### src/hdl/u8d_pkg.sv
// Shared types and constants for the UTF-8 code point decoder.
`default_nettype none

package u8d_pkg;

    localparam int BYTE_W = 8;
    localparam int CP_W   = 31;
    localparam int REM_W  = 3;
    localparam int BITS_PER_CONT = 6;

    localparam logic [BYTE_W-1:0] END_BYTE = 8'h00;

    // Decoder state carried from one byte to the next.
    typedef struct packed {
        logic [REM_W-1:0] bytes_remaining;
        logic [CP_W-1:0]  partial_code;
    } u8d_state_t;

    // One decoded result, plus a flag that says whether the byte made one.
    typedef struct packed {
        logic            has_result;
        logic [CP_W-1:0] code_point;
        logic            end_of_text;
    } u8d_result_t;

    localparam u8d_state_t STATE_RESET = '{bytes_remaining: '0, partial_code: '0};

endpackage

`default_nettype wire

### src/hdl/u8d_decode.sv
// Combinational decode of one byte against the current sequence state.
`default_nettype none

module u8d_decode
    import u8d_pkg::*;
(
    input  wire logic [BYTE_W-1:0] byte_in,
    input  wire u8d_state_t        state_cur,
    output u8d_state_t             state_next,
    output u8d_result_t            result
);

    logic [CP_W-1:0] appended;

    assign appended = {state_cur.partial_code[CP_W-BITS_PER_CONT-1:0],
                       byte_in[BITS_PER_CONT-1:0]};

    always_comb
    begin
        state_next         = state_cur;
        result.has_result  = 1'b0;
        result.code_point  = '0;
        result.end_of_text = 1'b0;

        if (byte_in == END_BYTE)
        begin
            // End of text: drop any partial sequence.
            state_next         = STATE_RESET;
            result.has_result  = 1'b1;
            result.end_of_text = 1'b1;
        end
        else if (state_cur.bytes_remaining != '0)
        begin
            // Continuation position; pattern is not checked.
            state_next.bytes_remaining = state_cur.bytes_remaining - REM_W'(1);
            state_next.partial_code    = appended;
            if (state_cur.bytes_remaining == REM_W'(1))
            begin
                result.has_result       = 1'b1;
                result.code_point       = appended;
                state_next.partial_code = '0;
            end
        end
        else if (!byte_in[7])
        begin
            result.has_result = 1'b1;
            result.code_point = CP_W'(byte_in);
        end
        else if (!byte_in[6])
        begin
            // stray continuation byte: dropped
        end
        else if (!byte_in[5])
        begin
            state_next.bytes_remaining = REM_W'(1);
            state_next.partial_code    = CP_W'(byte_in[4:0]);
        end
        else if (!byte_in[4])
        begin
            state_next.bytes_remaining = REM_W'(2);
            state_next.partial_code    = CP_W'(byte_in[3:0]);
        end
        else if (!byte_in[3])
        begin
            state_next.bytes_remaining = REM_W'(3);
            state_next.partial_code    = CP_W'(byte_in[2:0]);
        end
        else if (!byte_in[2])
        begin
            state_next.bytes_remaining = REM_W'(4);
            state_next.partial_code    = CP_W'(byte_in[1:0]);
        end
        else if (!byte_in[1])
        begin
            state_next.bytes_remaining = REM_W'(5);
            state_next.partial_code    = CP_W'(byte_in[0]);
        end
        else
        begin
            // 0xFE / 0xFF: dropped
        end
    end

endmodule

`default_nettype wire

### src/hdl/utf8_code_point_decoder.sv
// Top level: input register, byte decode and result register.
`default_nettype none

// UTF-8 code point decoder. One text byte enters per transfer on the in_*
// channel; each completed code point (or end-of-text marker) leaves as one
// transfer on the out_* channel. Bytes below 0x80 come out as themselves; a
// lead byte with 2 to 6 leading ones opens a sequence and the next n-1 bytes
// each add their low six bits, unchecked. Stray continuation bytes and
// 0xFE/0xFF in lead position are dropped with no result. A zero byte gives
// one result with end_of_text = 1 and code_point = 0 and clears any partial
// sequence. Throughput is one byte per clock unless the input register holds:
// a byte is registered, decoded against the sequence state and the result
// registered. The input register only holds when a result is waiting in the
// output register and out_ready is low; bytes that make no result pass even
// then.
module utf8_code_point_decoder
    import u8d_pkg::*;
(
    input  wire logic              clk,
    input  wire logic              rst_n,
    input  wire logic              in_valid,
    output logic                   in_ready,
    input  wire logic [BYTE_W-1:0] text_byte,
    output logic                   out_valid,
    input  wire logic              out_ready,
    output logic [CP_W-1:0]        code_point,
    output logic                   end_of_text
);

    // Input register stage.
    logic              byte_valid_reg;
    logic [BYTE_W-1:0] byte_reg;

    // Sequence state.
    u8d_state_t        state_reg;
    u8d_state_t        state_next;

    // Result register.
    logic              res_valid_reg;
    logic [CP_W-1:0]   res_code_reg;
    logic              res_eot_reg;

    u8d_result_t       dec_result;
    logic              advance;
    logic              res_free;

    u8d_decode u_decode (
        .byte_in    (byte_reg),
        .state_cur  (state_reg),
        .state_next (state_next),
        .result     (dec_result)
    );

    assign res_free = !res_valid_reg || out_ready;
    // Decoded byte retires if it makes no result or the result slot opens.
    assign advance  = byte_valid_reg && (!dec_result.has_result || res_free);
    assign in_ready = !byte_valid_reg || advance;

    always_ff @(posedge clk or negedge rst_n)
    begin
        if (!rst_n)
        begin
            byte_valid_reg <= 1'b0;
            state_reg      <= STATE_RESET;
            res_valid_reg  <= 1'b0;
        end
        else
        begin
            if (in_ready)
            begin
                byte_valid_reg <= in_valid;
            end
            if (advance)
            begin
                state_reg <= state_next;
            end
            if (advance && dec_result.has_result)
            begin
                res_valid_reg <= 1'b1;
            end
            else if (out_ready)
            begin
                res_valid_reg <= 1'b0;
            end
        end
    end

    always_ff @(posedge clk)
    begin
        if (in_ready && in_valid)
        begin
            byte_reg <= text_byte;
        end
        if (advance && dec_result.has_result)
        begin
            res_code_reg <= dec_result.code_point;
            res_eot_reg  <= dec_result.end_of_text;
        end
    end

    assign out_valid   = res_valid_reg;
    assign code_point  = res_code_reg;
    assign end_of_text = res_eot_reg;

endmodule

`default_nettype wire

### config.mk
export PLATFORM = sky130hd
export DESIGN_NAME = utf8_code_point_decoder
export DESIGN_NICKNAME = d
export VERILOG_FILES = /design/src/hdl/u8d_pkg.sv /design/src/hdl/u8d_decode.sv /design/src/hdl/utf8_code_point_decoder.sv
export SDC_FILE = /design/constraint.sdc
export NUM_CORES = 1
export LEC_CHECK = 0
export ABC_AREA = 0
export BUFFER_PORTS_ARGS = -buffer_cell sky130_fd_sc_hd__buf_2
export CAP_MARGIN = 30
export CORE_ASPECT_RATIO = 2
export CORE_UTILIZATION = 45
export CTS_BUF_LIST = sky130_fd_sc_hd__clkbuf_8
export CTS_CLUSTER_SIZE = 10
export DETAILED_ROUTE_END_ITERATION = 10
export HOLD_SLACK_MARGIN = 0.05
export PLACE_DENSITY_LB_ADDON = 0.1
export RECOVER_POWER = 25
export SLEW_MARGIN = 20
export SYNTH_ARGS = -nofsm -noshare
export SYNTH_HDL_FRONTEND = slang
export SYNTH_HIERARCHICAL = 1
export SYNTH_SLANG_ARGS = --single-unit
### constraint.sdc
create_clock -name clk -period 10.1 [get_ports clk]
set_clock_uncertainty 0.15 [all_clocks]
set_input_delay 2.02 -clock clk [delete_from_list [all_inputs] [get_ports clk]]
set_output_delay 2.02 -clock clk [all_outputs]
set_load 0.03 [all_outputs]
**Yosys cells after proc, flatten, opt, wreduce, memory -nomap -nowiden**

Index checks and enable logic that the tools add are counted.

- Register bits: 70
- Bits of input ports: 12
- Output and inout port bits: 34

- Add/subtract/negate cells: 1
- Equal/unequal tests: 2
- Mux-type cells: 17
- Reduce and logical (&&, ||, !) cells: 15

Operators by type and width:

| kind | number |
|---|---|
| $mux W34 | 9 |
| $mux W32 | 3 |
| $mux W31 | 1 |
| $reduce_bool A3 Y1 | 3 |
| $logic_not A8 Y1 | 1 |
| $ne A7 B5 Y1 const B | 1 |
| $mux W1 | 4 |
| $reduce_and A4 Y1 | 1 |
| $eq A3 B1 Y1 const B | 1 |
| $logic_and A1 B1 Y1 | 3 |
| $logic_not A1 Y1 | 3 |
| $logic_or A1 B1 Y1 | 3 |
| $sub A3 B1 Y3 const B | 1 |
| $reduce_bool A2 Y1 | 1 |

**Depth between registers and ports, before layout**

Gate-level depths: netlist of run 1.

- Depth after elaboration: 9
- Gate-level depth with buffers: 12

**Hierarchy**

The synthesis of run 1 kept the hierarchy.

Modules (own cells, without submodules):

| module | instances | cells an instance | area each (um2) | sequential area each (um2) |
|---|---|---|---|---|
| utf8_code_point_decoder | 1 | 244 | 3527.1 | 2102.0 |
| u8d_decode | 1 | 181 | 1176.1 | 0.0 |

**Worst setup path before layout of run 1**

No wires, ideal clock.

- Path kind: input to output
- Start point: input out_ready
- End point: output in_ready
- Data arrival time: 2472 ps
- Data required time: 7930 ps
- Slack: 5458 ps
- Cell stages on the path: 2
- Path buffers: 0
- Cells stage by stage: and2b_2 > nand3_1

- Cells in the longest elaborated chain, start to end: 4

RTL lines:

| element | RTL line | text |
|---|---|---|
| start: declaration | utf8_code_point_decoder.sv:25 | `input wire logic out_ready,` |
| $logic_or A1 B1 Y1 | utf8_code_point_decoder.sv:54 | `assign res_free = !res_valid_reg \|\| out_ready;` |
| $logic_or A1 B1 Y1 | utf8_code_point_decoder.sv:56 | `assign advance = byte_valid_reg && (!dec_result.has_result \|\| res_free);` |
| $logic_and A1 B1 Y1 | utf8_code_point_decoder.sv:56 |  |
| $logic_or A1 B1 Y1 | utf8_code_point_decoder.sv:57 | `assign in_ready = !byte_valid_reg \|\| advance;` |
| end: declaration | utf8_code_point_decoder.sv:22 | `output logic in_ready,` |

No other way between the ends.

==> results.txt, run 1 <==
status: finished, violations left
failing checks: capacitance limit, slew limit
fillers: 857
CP top delay family: simple AND/OR/NAND/NOR gates
slowest CP cell: nor4_1
fin nets: 418
Resized Gates After CTS: 0
min-delay worst type: flip-flop to flip-flop
I/O Buffers: 45
crit start category: flip-flop
setup ws final: 4.53 ns
DR pass1 iterations: 6
DR vias: 3,072
chip height: 140 µm
WS Path Type: flip-flop to output port
final wirelength: 9850 µm
transition time at the pin with the least slew margin: 1.77 ns
cell mode on critical path: nand2_1
max-cap viol count: 1
worst-skew pair later-pin latency: 0.36 ns
total track usage: 0.214
final cell count without fillers: 510
Mapped Cells: 378
Layout area overhead: 5.38%
leakage power: 0.00185 µW
placed cells: 492
RSZ-0062 raised after global routing: no
clk buf depth: 2
core area: 9070 µm²
clk slew on worst S/H paths: 0.08 ns
Max VDD drop: 0.000129 V
Peak Freq: 0.180 GHz
global-route wire length before repair: 16,000 µm
I/O Pins: 46
CP max FO: 31
DR iter-0 viols: 209
site row count: 49
Final Hold Fails: 0
CP required: 7.93 ns
Final Max Tran Viols: 31
warning count from the yosys run: 6
Worst setup EP type: output port
CTS buffer count: 9
post-CTS setup buffer count: 0
hold_buf cts: 0
minimum clock period: 5.57 ns
Final HPWL DP: 6600 µm
initial antenna violation count: 0
syn avg cell area: 11.3 µm²
# DRC: 0
CTS tree: done
crit path from: byte_reg[5]
vias in the first global route: 3,014
Power Density: 287 nW/µm²
Final ANT Viol Nets: 0
Largest register FFs: 31
Post-Syn Nets: 393
max_slew headroom: -0.182
hold_sp: state_reg[23]
TNS Setup: 0 ns
crit-path cells: nor4_1 > nand2_1 > nand2_1 > buf_4 > nand3_1 > buf_2
# diodes: 0
routed len/inst: 19.3 µm
Root Buffer: clkbuf_8
share of layout cells above drive strength 1: 0.338
Worst Path Buf+Inv: 2
Final setup violation count: 0
GP Congestion: 0.861
Layout Utilization: 0.495
worst hold slack: 0.413 ns
CP Data Arrival Time: 3.40 ns
vias per std cell: 6.02
dpl ws: 4.98 ns
Slowest Stage Delay on Critical Path: 0.83 ns
largest net degree at the start of global routing: 59
Initial Util: 0.469
full die area: 9880 µm²
total gr overflow: 0
synthesized area: 4260 µm²
total clock sinks: 70
reg-to-reg critical path startpoint: byte_reg[5]
die span in x: 70.8 µm
period utilization: 0.551
CTS HTree Levels: 3
==> cells in the final DEF, fill, tap and decap left out, types with 21 or more instances in the layout <==
cell type	count
and3_1	24
nor2_1	28
a21oi_1	21
o211ai_2	25
dfrtp_1	29
nand4b_1	28
edfxtp_1	40
buf_2	44
or2b_2	22
nand2_1	36
==> path summary, 6_finish.rpt <==
path                                  end  slack, ns  cells past startpoint
max in group asynchronous  byte_valid_reg       6.68                      1
min in group asynchronous    state_reg[1]       1.97                      1
max                              in_ready       4.53                      6
max reg2reg                 code_point[7]       5.91                      7
min                         state_reg[23]       0.41                      2
min reg2reg                 state_reg[23]       0.41                      2
==> through the flow <==
stage,cell area (µm²),power (µW)
2_1_floorplan,4260,961
3_3_place_gp,4280,1050
3_5_place_dp,4290,1060
4_1_cts,4480,1290
5_1_grt,4490,1370
6_report,4490,1290
==> layer usage <==
| metal | up-vias | global-route usage | routed length, µm |
|---|---|---|---|
| met3 | 24 | 0.0362 | 336 |
| met1 | 1519 | 0.236 | 3780 |
| li1 | 1437 | - | - |
| met4 | 0 | 0.116 | 335 |
| met2 | 92 | 0.382 | 5400 |
| met5 | - | 0 | 0 |
==> area by class of cell <==
type,instances,area [µm²],area share
clock buffers,9,124,0.0276
clock inverters,7,65.1,0.0145
inverters,5,18.8,0.00418
multi-input cells,266,1910,0.426
flip-flops and latches,70,1950,0.435
well taps,102,128,0.0284
repair buffers,51,288,0.0641
==> power by group <==
group / total (µW) / internal (µW) / switching, µW
sequential: 502 / 397 / 104
clock: 223 / 112 / 111
combinational: 563 / 219 / 344
total: 1290 / 728 / 559
==> worst reg2reg max path, cell delays in order, from the launching register on <==
cell and delay [ns]:
edfxtp_1 0.52, nor4_1 0.83, nand2_1 0.77, nand2_1 0.22
buf_4 0.35, nand2_1 0.20, nor2_2 0.39, buf_4 0.41
(Power assumes the default switching activity.)
==> inputs of run 2 (changes only) <==
Clock period 10.1 ns to 4.7 ns, I/O delays scaled along.
==> run 2 against run 1 <==
- the run still ends with capacitance limit, slew limit left
- sequential share of layout area is 0.53 points lower
- sequential power grew 110%
- flip-flop and latch count is the same
- count of clock-buffer cells in the layout up 1
==> results.txt, run 2 (synthesis gave the netlist of run 1 again) <==
commonest non-fill, non-tap cells in the layout: edfxtp_1 (40), buf_2 (39), nand2_1 (35), dfrtp_1 (30)
depth of the worst register-to-register path: 6
Final ANT Viol Nets: 0
WS Path Type: flip-flop to output port
Initial Util: 0.469
most common cell after layout, fill and taps aside: edfxtp_1
Worst Hold Path EP: state_reg[24]
total gr overflow: 0
final cell count without fillers: 512
max_slew headroom: -0.217
# diodes: 0
Root Buffer: clkbuf_8
clk buf depth: 2
R2R Setup Slk: 1.61 ns
Worst Path Buf+Inv: 2
share of layout cells above drive strength 1: 0.334
initial antenna violation count: 0
Layout area overhead: 6.61%
CP top delay family: simple AND/OR/NAND/NOR gates
fin area: 4540 µm²
fillers: 859
transition time at the pin with the least slew margin: 1.83 ns
Crit path depth: 8
final wirelength: 10,300 µm
largest net degree at the start of global routing: 44
CP max FO: 11
minimum clock period: 3.56 ns
total clock sinks: 70
CP Data Arrival Time: 2.47 ns
CTS tree: done
# DRC: 0
TNS Setup: 0 ns
leakage power: 0.00187 µW
Final Max Tran Viols: 31
Worst setup EP type: output port
core area: 9070 µm²
crit path from: state_reg[31]
Final Hold Fails: 0
vias per std cell: 6.01
RR Endpoint: code_point[9]
crit-path cells: inv_1 > ha_1 > nand2b_1 > nor2_1 > nor2_1 > nand2_1 > nand3_1 > buf_2
GP Congestion: 0.871
hold_sp: state_reg[24]
total track usage: 0.221
Largest register FFs: 31
routed len/inst: 20.0 µm
fin nets: 420
Resized Gates After CTS: 0
Final setup violation count: 0
die span in x: 70.8 µm
full die area: 9880 µm²
DR iter-0 viols: 223
DR pass1 iterations: 6
cell mode on critical path: nor2_1
CTS buffer count: 9
Final HPWL DP: 6780 µm
hold_buf cts: 0
I/O Buffers: 45
global-route wire length before repair: 16,500 µm
Power Density: 625 nW/µm²
max-cap viol count: 1
CTS HTree Levels: 3
placed cells: 496
Peak Freq: 0.281 GHz
status: finished, violations left
RSZ-0062 raised after global routing: no
worst hold slack: 0.417 ns
vias in the first global route: 3,073
post-CTS setup buffer count: 0
Hold Path Depth: 2
worst-skew pair later-pin latency: 0.35 ns
slowest CP cell: dfrtp_1
DR vias: 3,078
Slowest Stage Delay on Critical Path: 0.44 ns
chip height: 140 µm
clk slew on worst S/H paths: 0.08 ns
CP required: 3.61 ns
min-delay worst type: flip-flop to flip-flop
period utilization: 0.757
DP Area: 4330 µm²
reg-to-reg critical path startpoint: byte_reg[5]
I/O Pins: 46
failing checks: capacitance limit, slew limit
Max VDD drop: 0.000374 V
site row count: 49
Final Total Pwr: 2840 µW
crit start category: flip-flop
-- run 2: metal layers --
layer | vias up | GRT usage | wire length [µm]
met1 | 1552 | 0.247 | 3970
met3 | 15 | 0.0275 | 263
li1 | 1440 | - | -
met2 | 71 | 0.405 | 5750
met4 | 0 | 0.103 | 274
met5 | - | 0 | 0
-- run 2: worst max-delay path by stage --
stage | endpoint
floorplan | code_point[0]
global route | in_ready
finish | in_ready
detailed placement | in_ready
global placement | in_ready
CTS | in_ready
-- run 2: where the power goes --
| group | switching (µW) | leakage (µW) | internal, µW | total (µW) |
|---|---|---|---|---|
| sequential | 200 | 0.000757 | 854 | 1050 |
| combinational | 768 | 0.00101 | 466 | 1230 |
| clock | 237 | 0.000108 | 311 | 549 |
| total | 1210 | 0.00187 | 1630 | 2840 |
-- run 2: cell type report --
cell class / instances / area, µm² / share of cell area
Clock buffer: 10 / 138 / 0.0303
Tap cell: 102 / 128 / 0.0281
Timing Repair Buffer: 53 / 285 / 0.0628
Clock inverter: 6 / 85.1 / 0.0187
Inverter: 5 / 18.8 / 0.00413
Sequential cell: 70 / 1950 / 0.430
Multi-Input combinational cell: 266 / 1930 / 0.426
-- run 2: worst min-delay path: cells and delay by family (launching register included) --
family,cells,cell delay (ns)
AOI/OAI and AO/OA,1,0.07
and+or+nand+nor,1,0.07
DFF,1,0.39
-- run 2: stage by stage --
step	util	setup WS [ns]
2_1_floorplan	-	1.23
3_3_place_gp	0.475	1.59
4_1_cts	0.501	1.15
3_5_place_dp	0.477	1.54
6_report	0.500	1.14
5_1_grt	0.500	0.943
